[src/rtl/core/buzzer_beep_pattern_generator_top_assert.svh]
// Assertion helpers shared by the buzzer pattern RTL.
`ifndef BUZZER_BEEP_PATTERN_GENERATOR_TOP_ASSERT_SVH
`define BUZZER_BEEP_PATTERN_GENERATOR_TOP_ASSERT_SVH

// Same-cycle implication, disabled during reset.
`define BBPG_ASSERT_NOW(lbl, clk, rst, ante, cons) \
   lbl: assert property (@(posedge clk) disable iff (rst) (ante) |-> (cons)) \
      else $error("bbpg assertion failed");

// Next-cycle implication, disabled during reset.
`define BBPG_ASSERT_NEXT(lbl, clk, rst, ante, cons) \
   lbl: assert property (@(posedge clk) disable iff (rst) (ante) |=> (cons)) \
      else $error("bbpg assertion failed");

`endif

[src/rtl/core/bbpg_pkg.sv]
package bbpg_pkg;

   // Phase counter width; stored lengths follow it.
   localparam int TIME_WIDTH = 16;
   // Width of the on/off tick fields on the ports.
   localparam int TICKS_W = 16;

   localparam logic [TIME_WIDTH-1:0] PHASE_MAX  = '1;
   localparam logic [7:0]            CONT_BEEPS = 8'hFF;

   typedef enum logic [1:0] {
      KIND_TICK  = 2'd0,
      KIND_START = 2'd1,
      KIND_CLEAR = 2'd2
   } bbpg_kind_type;

   typedef struct packed {
      bbpg_kind_type      kind;
      logic               continuous;
      logic [7:0]         priority_req;
      logic [7:0]         beep_count;
      logic [TICKS_W-1:0] on_ticks;
      logic [TICKS_W-1:0] off_ticks;
   } bbpg_req_type;

   typedef struct packed {
      logic       buzzer_on;
      logic [7:0] beeps_left;
      logic       accepted;
   } bbpg_rsp_type;

   // Saturate a port length into the phase counter range.
   function automatic logic [TIME_WIDTH-1:0] clamp_len(input logic [TICKS_W-1:0] v);
      logic [63:0] wide;
      wide = 64'(v);
      if (wide > 64'(PHASE_MAX)) begin
         clamp_len = PHASE_MAX;
      end else begin
         clamp_len = TIME_WIDTH'(v);
      end
   endfunction

endpackage

[src/rtl/core/bbpg_in_stage.sv]
module bbpg_in_stage
   import bbpg_pkg::*;
(
   input  logic         clock,
   input  logic         reset,
   input  logic         req_valid,
   output logic         req_stall,
   input  bbpg_req_type req_data,
   input  logic         advance,
   output logic         item_valid,
   output bbpg_req_type item_data
);

   logic         valid_ff;
   logic         valid_in;
   bbpg_req_type data_ff;
   logic         take;

   assign req_stall = valid_ff & ~advance;
   assign take      = req_valid & ~req_stall;

   always_comb begin
      valid_in = valid_ff;
      if (take) begin
         valid_in = 1'b1;
      end else if (advance) begin
         valid_in = 1'b0;
      end
   end

   always_ff @(posedge clock) begin
      if (reset) begin
         valid_ff <= 1'b0;
      end else begin
         valid_ff <= valid_in;
      end
   end

   always_ff @(posedge clock) begin
      if (take) begin
         data_ff <= req_data;
      end
   end

   assign item_valid = valid_ff;
   assign item_data  = data_ff;

endmodule

[src/rtl/core/bbpg_engine.sv]
`include "buzzer_beep_pattern_generator_top_assert.svh"

module bbpg_engine
   import bbpg_pkg::*;
(
   input  logic         clock,
   input  logic         reset,
   input  logic         fire,
   input  bbpg_req_type item,
   output bbpg_rsp_type result
);

   logic                  mode_ff,      mode_in;
   logic [7:0]            prio_ff,      prio_in;
   logic [7:0]            remaining_ff, remaining_in;
   logic                  sounding_ff,  sounding_in;
   logic [TIME_WIDTH-1:0] on_len_ff,    on_len_in;
   logic [TIME_WIDTH-1:0] off_len_ff,   off_len_in;
   logic [TIME_WIDTH-1:0] phase_ff,     phase_in;
   logic [TIME_WIDTH-1:0] phase_inc;
   logic                  snd_mid;
   logic [TIME_WIDTH-1:0] ph_mid;
   logic                  win;
   logic                  acc;

   assign phase_inc = (phase_ff == PHASE_MAX) ? phase_ff : phase_ff + 1'b1;
   assign win = (item.priority_req > prio_ff) || (remaining_ff == 8'd0);

   always_comb begin
      mode_in      = mode_ff;
      prio_in      = prio_ff;
      remaining_in = remaining_ff;
      sounding_in  = sounding_ff;
      on_len_in    = on_len_ff;
      off_len_in   = off_len_ff;
      phase_in     = phase_ff;
      snd_mid      = sounding_ff;
      ph_mid       = phase_inc;
      acc          = 1'b0;
      unique case (item.kind)
         KIND_TICK: begin
            // on phase ends first, then a new beep may start in the same tick
            if (sounding_ff && (phase_inc >= on_len_ff)) begin
               snd_mid = 1'b0;
               ph_mid  = '0;
            end
            sounding_in = snd_mid;
            phase_in    = ph_mid;
            if (!snd_mid && (ph_mid >= off_len_ff) &&
                (mode_ff || (remaining_ff != 8'd0))) begin
               sounding_in = 1'b1;
               phase_in    = '0;
               if (!mode_ff) begin
                  remaining_in = remaining_ff - 8'd1;
               end
            end
         end
         KIND_START: begin
            if (win) begin
               acc        = 1'b1;
               mode_in    = item.continuous;
               prio_in    = item.priority_req;
               on_len_in  = clamp_len(item.on_ticks);
               off_len_in = clamp_len(item.off_ticks);
               if (item.continuous) begin
                  remaining_in = CONT_BEEPS;
                  sounding_in  = 1'b0;
                  phase_in     = PHASE_MAX;
               end else if (item.beep_count != 8'd0) begin
                  remaining_in = item.beep_count - 8'd1;
                  sounding_in  = 1'b1;
                  phase_in     = '0;
               end else begin
                  remaining_in = 8'd0;
                  sounding_in  = 1'b0;
                  phase_in     = '0;
               end
            end
         end
         KIND_CLEAR: begin
            mode_in      = 1'b0;
            remaining_in = 8'd0;
            sounding_in  = 1'b0;
            on_len_in    = '0;
            off_len_in   = '0;
            phase_in     = '0;
         end
         default: begin
         end
      endcase
   end

   always_ff @(posedge clock) begin
      if (reset) begin
         mode_ff      <= 1'b0;
         prio_ff      <= 8'd0;
         remaining_ff <= 8'd0;
         sounding_ff  <= 1'b0;
         on_len_ff    <= '0;
         off_len_ff   <= '0;
         phase_ff     <= '0;
      end else if (fire) begin
         mode_ff      <= mode_in;
         prio_ff      <= prio_in;
         remaining_ff <= remaining_in;
         sounding_ff  <= sounding_in;
         on_len_ff    <= on_len_in;
         off_len_ff   <= off_len_in;
         phase_ff     <= phase_in;
      end
   end

   assign result.buzzer_on  = sounding_in;
   assign result.beeps_left = remaining_in;
   assign result.accepted   = acc;

   `BBPG_ASSERT_NOW(a_cont_full, clock, reset, mode_ff, remaining_ff == CONT_BEEPS)
   `BBPG_ASSERT_NEXT(a_clear_silent, clock, reset, fire && (item.kind == KIND_CLEAR),
      !sounding_ff && (remaining_ff == 8'd0))
   `BBPG_ASSERT_NOW(a_acc_start, clock, reset, acc, item.kind == KIND_START)

endmodule

[src/rtl/core/bbpg_out_stage.sv]
module bbpg_out_stage
   import bbpg_pkg::*;
(
   input  logic         clock,
   input  logic         reset,
   input  logic         item_valid,
   input  bbpg_rsp_type result,
   output logic         advance,
   output logic         rsp_valid,
   input  logic         rsp_stall,
   output bbpg_rsp_type rsp_data
);

   logic         valid_ff;
   bbpg_rsp_type data_ff;

   assign advance = ~valid_ff | ~rsp_stall;

   always_ff @(posedge clock) begin
      if (reset) begin
         valid_ff <= 1'b0;
      end else if (advance) begin
         valid_ff <= item_valid;
      end
   end

   always_ff @(posedge clock) begin
      if (advance && item_valid) begin
         data_ff <= result;
      end
   end

   assign rsp_valid = valid_ff;
   assign rsp_data  = data_ff;

endmodule

[src/rtl/core/buzzer_beep_pattern_generator_top.sv]
// Buzzer beep pattern timer. Each request beat is one tick, one start request
// or one clear, and yields exactly one response beat showing the buzzer level,
// the beeps still to start (255 in continuous mode) and whether a start request
// took over. A start wins when its priority beats the held one or when no beeps
// are pending; a counted start sounds at once, a continuous one begins on the
// next tick. Timing: a beat is registered on entry, evaluated against the
// pattern state while it is held in the input register and then lands in the
// response register, so one beat can be taken every cycle. Throughput drops
// only while the response register is full and stalled. The phase counter
// width follows TIME_WIDTH in bbpg_pkg; longer on/off lengths saturate to it.
`include "buzzer_beep_pattern_generator_top_assert.svh"

module buzzer_beep_pattern_generator_top
   import bbpg_pkg::*;
(
   input  logic               clock,
   input  logic               reset,
   // request channel
   input  logic               req_valid,
   output logic               req_stall,
   input  logic [1:0]         req_req_type,
   input  logic               req_continuous,
   input  logic [7:0]         req_priority_req,
   input  logic [7:0]         req_beep_count,
   input  logic [TICKS_W-1:0] req_on_ticks,
   input  logic [TICKS_W-1:0] req_off_ticks,
   // response channel
   output logic               rsp_valid,
   input  logic               rsp_stall,
   output logic               rsp_buzzer_on,
   output logic [7:0]         rsp_beeps_left,
   output logic               rsp_accepted
);

   bbpg_req_type req_data;
   bbpg_req_type item_data;
   bbpg_rsp_type result;
   bbpg_rsp_type rsp_data;
   logic         item_valid;
   logic         advance;
   logic         fire;

   // code 3 maps to no enum member and falls to the do-nothing arm
   assign req_data.kind         = bbpg_kind_type'(req_req_type);
   assign req_data.continuous   = req_continuous;
   assign req_data.priority_req = req_priority_req;
   assign req_data.beep_count   = req_beep_count;
   assign req_data.on_ticks     = req_on_ticks;
   assign req_data.off_ticks    = req_off_ticks;

   bbpg_in_stage u_in (
      .clock      (clock),
      .reset      (reset),
      .req_valid  (req_valid),
      .req_stall  (req_stall),
      .req_data   (req_data),
      .advance    (advance),
      .item_valid (item_valid),
      .item_data  (item_data)
   );

   // state commits only when the beat moves into the response register
   assign fire = item_valid & advance;

   bbpg_engine u_engine (
      .clock  (clock),
      .reset  (reset),
      .fire   (fire),
      .item   (item_data),
      .result (result)
   );

   bbpg_out_stage u_out (
      .clock      (clock),
      .reset      (reset),
      .item_valid (item_valid),
      .result     (result),
      .advance    (advance),
      .rsp_valid  (rsp_valid),
      .rsp_stall  (rsp_stall),
      .rsp_data   (rsp_data)
   );

   assign rsp_buzzer_on  = rsp_data.buzzer_on;
   assign rsp_beeps_left = rsp_data.beeps_left;
   assign rsp_accepted   = rsp_data.accepted;

   // back-pressure only when both stages hold a beat
   `BBPG_ASSERT_NOW(a_stall_full, clock, reset, req_stall,
      item_valid && rsp_valid && rsp_stall)

endmodule
[config.mk]
export PLATFORM = sky130hd
export DESIGN_NAME = buzzer_beep_pattern_generator_top
export DESIGN_NICKNAME = d
export VERILOG_FILES = /design/src/rtl/core/bbpg_pkg.sv /design/src/rtl/core/bbpg_in_stage.sv /design/src/rtl/core/bbpg_engine.sv /design/src/rtl/core/bbpg_out_stage.sv /design/src/rtl/core/buzzer_beep_pattern_generator_top.sv
export VERILOG_INCLUDE_DIRS = /design/src /design/src/rtl/core
export SDC_FILE = /design/constraint.sdc
export NUM_CORES = 1
export LEC_CHECK = 0
export BUFFER_PORTS_ARGS = -buffer_cell sky130_fd_sc_hd__buf_2
export CORE_AREA = 3 3 122 124
export CTS_CLUSTER_SIZE = 14
export DETAILED_ROUTE_END_ITERATION = 12
export DIE_AREA = 0 0 125 127
export MAX_ROUTING_LAYER = met4
export PLACE_DENSITY_LB_ADDON = 0.25
export SLEW_MARGIN = 40
export SYNTH_ARGS = -nofsm -noshare
export SYNTH_HDL_FRONTEND = slang
export SYNTH_SLANG_ARGS = --single-unit
[constraint.sdc]
create_clock -name clock -period 5.75 [get_ports clock]
set_input_delay 0.575 -clock clock [delete_from_list [all_inputs] [get_ports clock]]
set_output_delay 0.575 -clock clock [all_outputs]
set_load 0.1 [all_outputs]
==> qor.csv <==
metric,value,unit
"count leader, synth",a21oi_1,
PwrDens,307,mW/mm2
top cell type's share of synthesized area,26.6,%
skew final,7.15,ps
CP Capture Type,flip-flop,
max-cap viol count,0,
buffers added on ports,66,
largest net degree at the start of global routing,75,
vias in the first global route,5217,
gr usage total,20.4,%
CP Data Required Time,6010,ps
crit path launch type,flip-flop,
Critical R2R Launch,u_engine.phase_ff[0],
Lkg Pwr,3.02,nW
DRC Markers,0,
ant diodes,0,
I/O Pins,67,
Mapped Nets,815,
number of synthesis warnings,0,
Hold Crit Start,req_priority_req[4],
Final Critical Period,5390,ps
Die Area,0.0159,mm2
CTS tree,done,
synthesis-stage register bit count,129,
initial antenna violation count,0,
total power,2.45,mW
RSZ-0062 raised after global routing,no,
VDD IR max,0.000225,V
chip width,125,um
Max Transition Viols Final,0,
final setup violating endpoints,0,
total CTS buffers,17,
final antenna-violating net count,0,
CP max FO,16,
HP Class,in -> reg,
share of post-route cells with drive strength above 1,17.1,%
TritonCTS Sinks,129,
WP buf/inv,0,
actual slew at the worst max-slew pin,775,ps
hold path cells,1,
GRT overflow,0,
reg2reg end,u_out.rsp_data[2],
Area Overhead vs Synth,15.6,%
number of synthesized flops with an enable pin,61,
final core utilization,57.3,%
cell count along the critical path,21,
area of the core,0.0139,mm2
routability cong.,0.953,
Critical Path Max Stage Delay,440,ps
most frequent cells after synthesis,"a21oi_1, dfxtp_1, edfxtp_1",
Unique masters post-synth,69,
Post-Synthesis Cells,713,
Fmax,185,MHz
clock root cell,clkbuf_16,
worst setup path class,reg -> reg,
Final HPWL DP,10600,um
ys flop type,dfxtp_1,
fin crit share,93.8,%
"Slowest-stage cell, CP",a211o_2,
"reg-to-reg slack, setup",360,ps
r2r worst-path depth,21,
per-cell routed wire length,15.7,um
ys async rst share,0,%
most area-hungry cell type in the Yosys netlist,edfxtp_1,
outcome,completed,
sequential share of the synthesized area,46.4,%
Placement Rows,43,
"Hold-fix buffers, CTS",0,
global-route wire length before repair,25600,um
Via density,5.62,
via count,5450,
"Largest delay share family, worst path",simple AND/OR/NAND/NOR gates,
nets@finish,878,
syn_area_per_cell,9.66,um2
crit path cell chain,ha_1 > and3_1 > nand4_1 > or2_2 > and3_1 > xor2_2 > ha_1 > nand2_1 > nor3_1 > a311oi_2 > nand2_1 > nand2_1 > and2_1 > ha_1 > a211o_1 > a31oi_1 > o31ai_1 > a211o_2 > and2_1 > a311o_1 > a31oi_1,
clk buf depth,2,
Iteration-0 DRC Markers,372,
clk slew on worst S/H paths,60,ps
H-tree levels,4,
Initial Utilization,49.6,%
setup TNS,0,ps
Die Y-Extent,127,um
Synth Cell Area,0.00688,mm2
CP arrival,5650,ps
Hold EP,u_in.item_data[44],
slew margin rel.,48.1,%
Synth area leaders,"edfxtp_1, dfxtp_1, ha_1",
Min Hold Slack,329,ps
Routed Wire Length,15200,um
First-pass DRT Iterations,5,
Final Hold Viols,0,
clk_lat worst skew,420,ps
-- worst register-to-register path, cell delays in order (launching register included) --
cell	delay [ps]
dfxtp_1	420
ha_1	260
and3_1	210
nand4_1	160
or2_2	410
and3_1	230
xor2_2	170
ha_1	310
nand2_1	50
nor3_1	290
a311oi_2	190
nand2_1	100
nand2_1	150
and2_1	190
ha_1	290
a211o_1	310
a31oi_1	160
o31ai_1	110
a211o_2	440
and2_1	230
a311o_1	380
a31oi_1	190
-- per-stage QoR --
stage	std cells	worst slack [ps]	cell area, um2
after floorplan	713	631	6880
after global placement	934	443	7350
after detailed placement	934	216	7350
after CTS	966	173	7900
after global routing	969	5.57	7960
final	969	359	7960
-- what timing repair did --
| action | 4_1_cts | 5_1_grt |
|---|---|---|
| setup endpoints to repair | 0 | 33 |
| resized for setup | 0 | 4 |
| buffers inserted | 0 | 2 |
-- report_power, final --
part	switching [mW]	total [mW]	internal [mW]
registers	0.0317	1.05	1.01
clock network	0.405	0.980	0.575
logic	0.264	0.420	0.156
-- worst max path at each step --
stage                         to            startpoint
2_1_floorplan  u_out.rsp_data[4]  u_engine.phase_ff[0]
3_3_place_gp   u_out.rsp_data[2]  u_engine.phase_ff[0]
3_5_place_dp   u_out.rsp_data[2]  u_engine.phase_ff[0]
4_1_cts        u_out.rsp_data[2]  u_engine.phase_ff[0]
5_1_grt        u_out.rsp_data[2]  u_engine.phase_ff[0]
6_report       u_out.rsp_data[2]  u_engine.phase_ff[0]
-- cell usage in the layout (no fill, tap or decap), types with 3 or more instances in the layout --
master | netlist | layout
a21oi_1 | 87 | 86
dfxtp_1 | 68 | 68
buf_2 | 4 | 66
edfxtp_1 | 61 | 61
inv_1 | 55 | 55
nor2_1 | 51 | 51
ha_1 | 47 | 46
nand2b_1 | 41 | 41
nand2_1 | 34 | 34
nand3b_1 | 33 | 33
nand3_1 | 26 | 26
o21ai_0 | 18 | 18
clkbuf_16 | 0 | 17
and2_1 | 15 | 15
nor3_1 | 14 | 14
and3_1 | 11 | 11
nand4_1 | 9 | 9
xnor2_1 | 9 | 9
buf_4 | 3 | 9
nor3_2 | 8 | 8
a31oi_1 | 7 | 7
clkinvlp_4 | 0 | 7
o21a_1 | 6 | 6
a21o_1 | 5 | 5
a211oi_1 | 4 | 4
o32ai_1 | 4 | 4
nor2b_1 | 5 | 4
a211o_1 | 4 | 3
o31ai_1 | 3 | 3
a21boi_0 | 3 | 3
a22oi_1 | 3 | 3
and4_1 | 3 | 3
xor2_1 | 4 | 3
a311oi_1 | 3 | 3
-- layer usage --
metal  up-vias  track usage, %  share of wire [%]
li1       2694               -                  -
met4         0            6.82                1.9
met1      2573            28.2                 47
met3        29            4.64                5.4
met5         -               -                  0
met2       154            29.7                 45
-- registers in the layout, indices dropped and copies added (netlist names), 8 cells and up --
| name | cells |
|---|---|
| u_engine.off_len_ff | 16 |
| u_engine.on_len_ff | 16 |
| u_engine.phase_ff | 16 |
| u_engine.prio_ff | 8 |
| u_engine.remaining_ff | 8 |
| u_in.item_data | 51 |
| u_out.rsp_data | 10 |
-- cells by family after synthesis --
logic type / after synthesis / synth area share, %
adder cells (fa/ha/maj): 47 / 8.54
flip-flops: 129 / 46.4
AO/OA/AOI/OAI: 168 / 15.4
XOR/XNOR: 13 / 1.65
multiplexers: 3 / 0.473
buffers and inverters: 89 / 5.43
AND/OR/NAND/NOR: 264 / 22.1
-- cell type report --
class / count / area, um2
clock buffer: 21 / 460
clock inverter: 11 / 83.8
fill: 1219 / 5930
inverter: 56 / 210
multi-input combinational: 495 / 3350
sequential: 129 / 3190
tap: 180 / 225
timing repair buffer: 77 / 429
No activity file was read; power rests on OpenSTA's default activity.
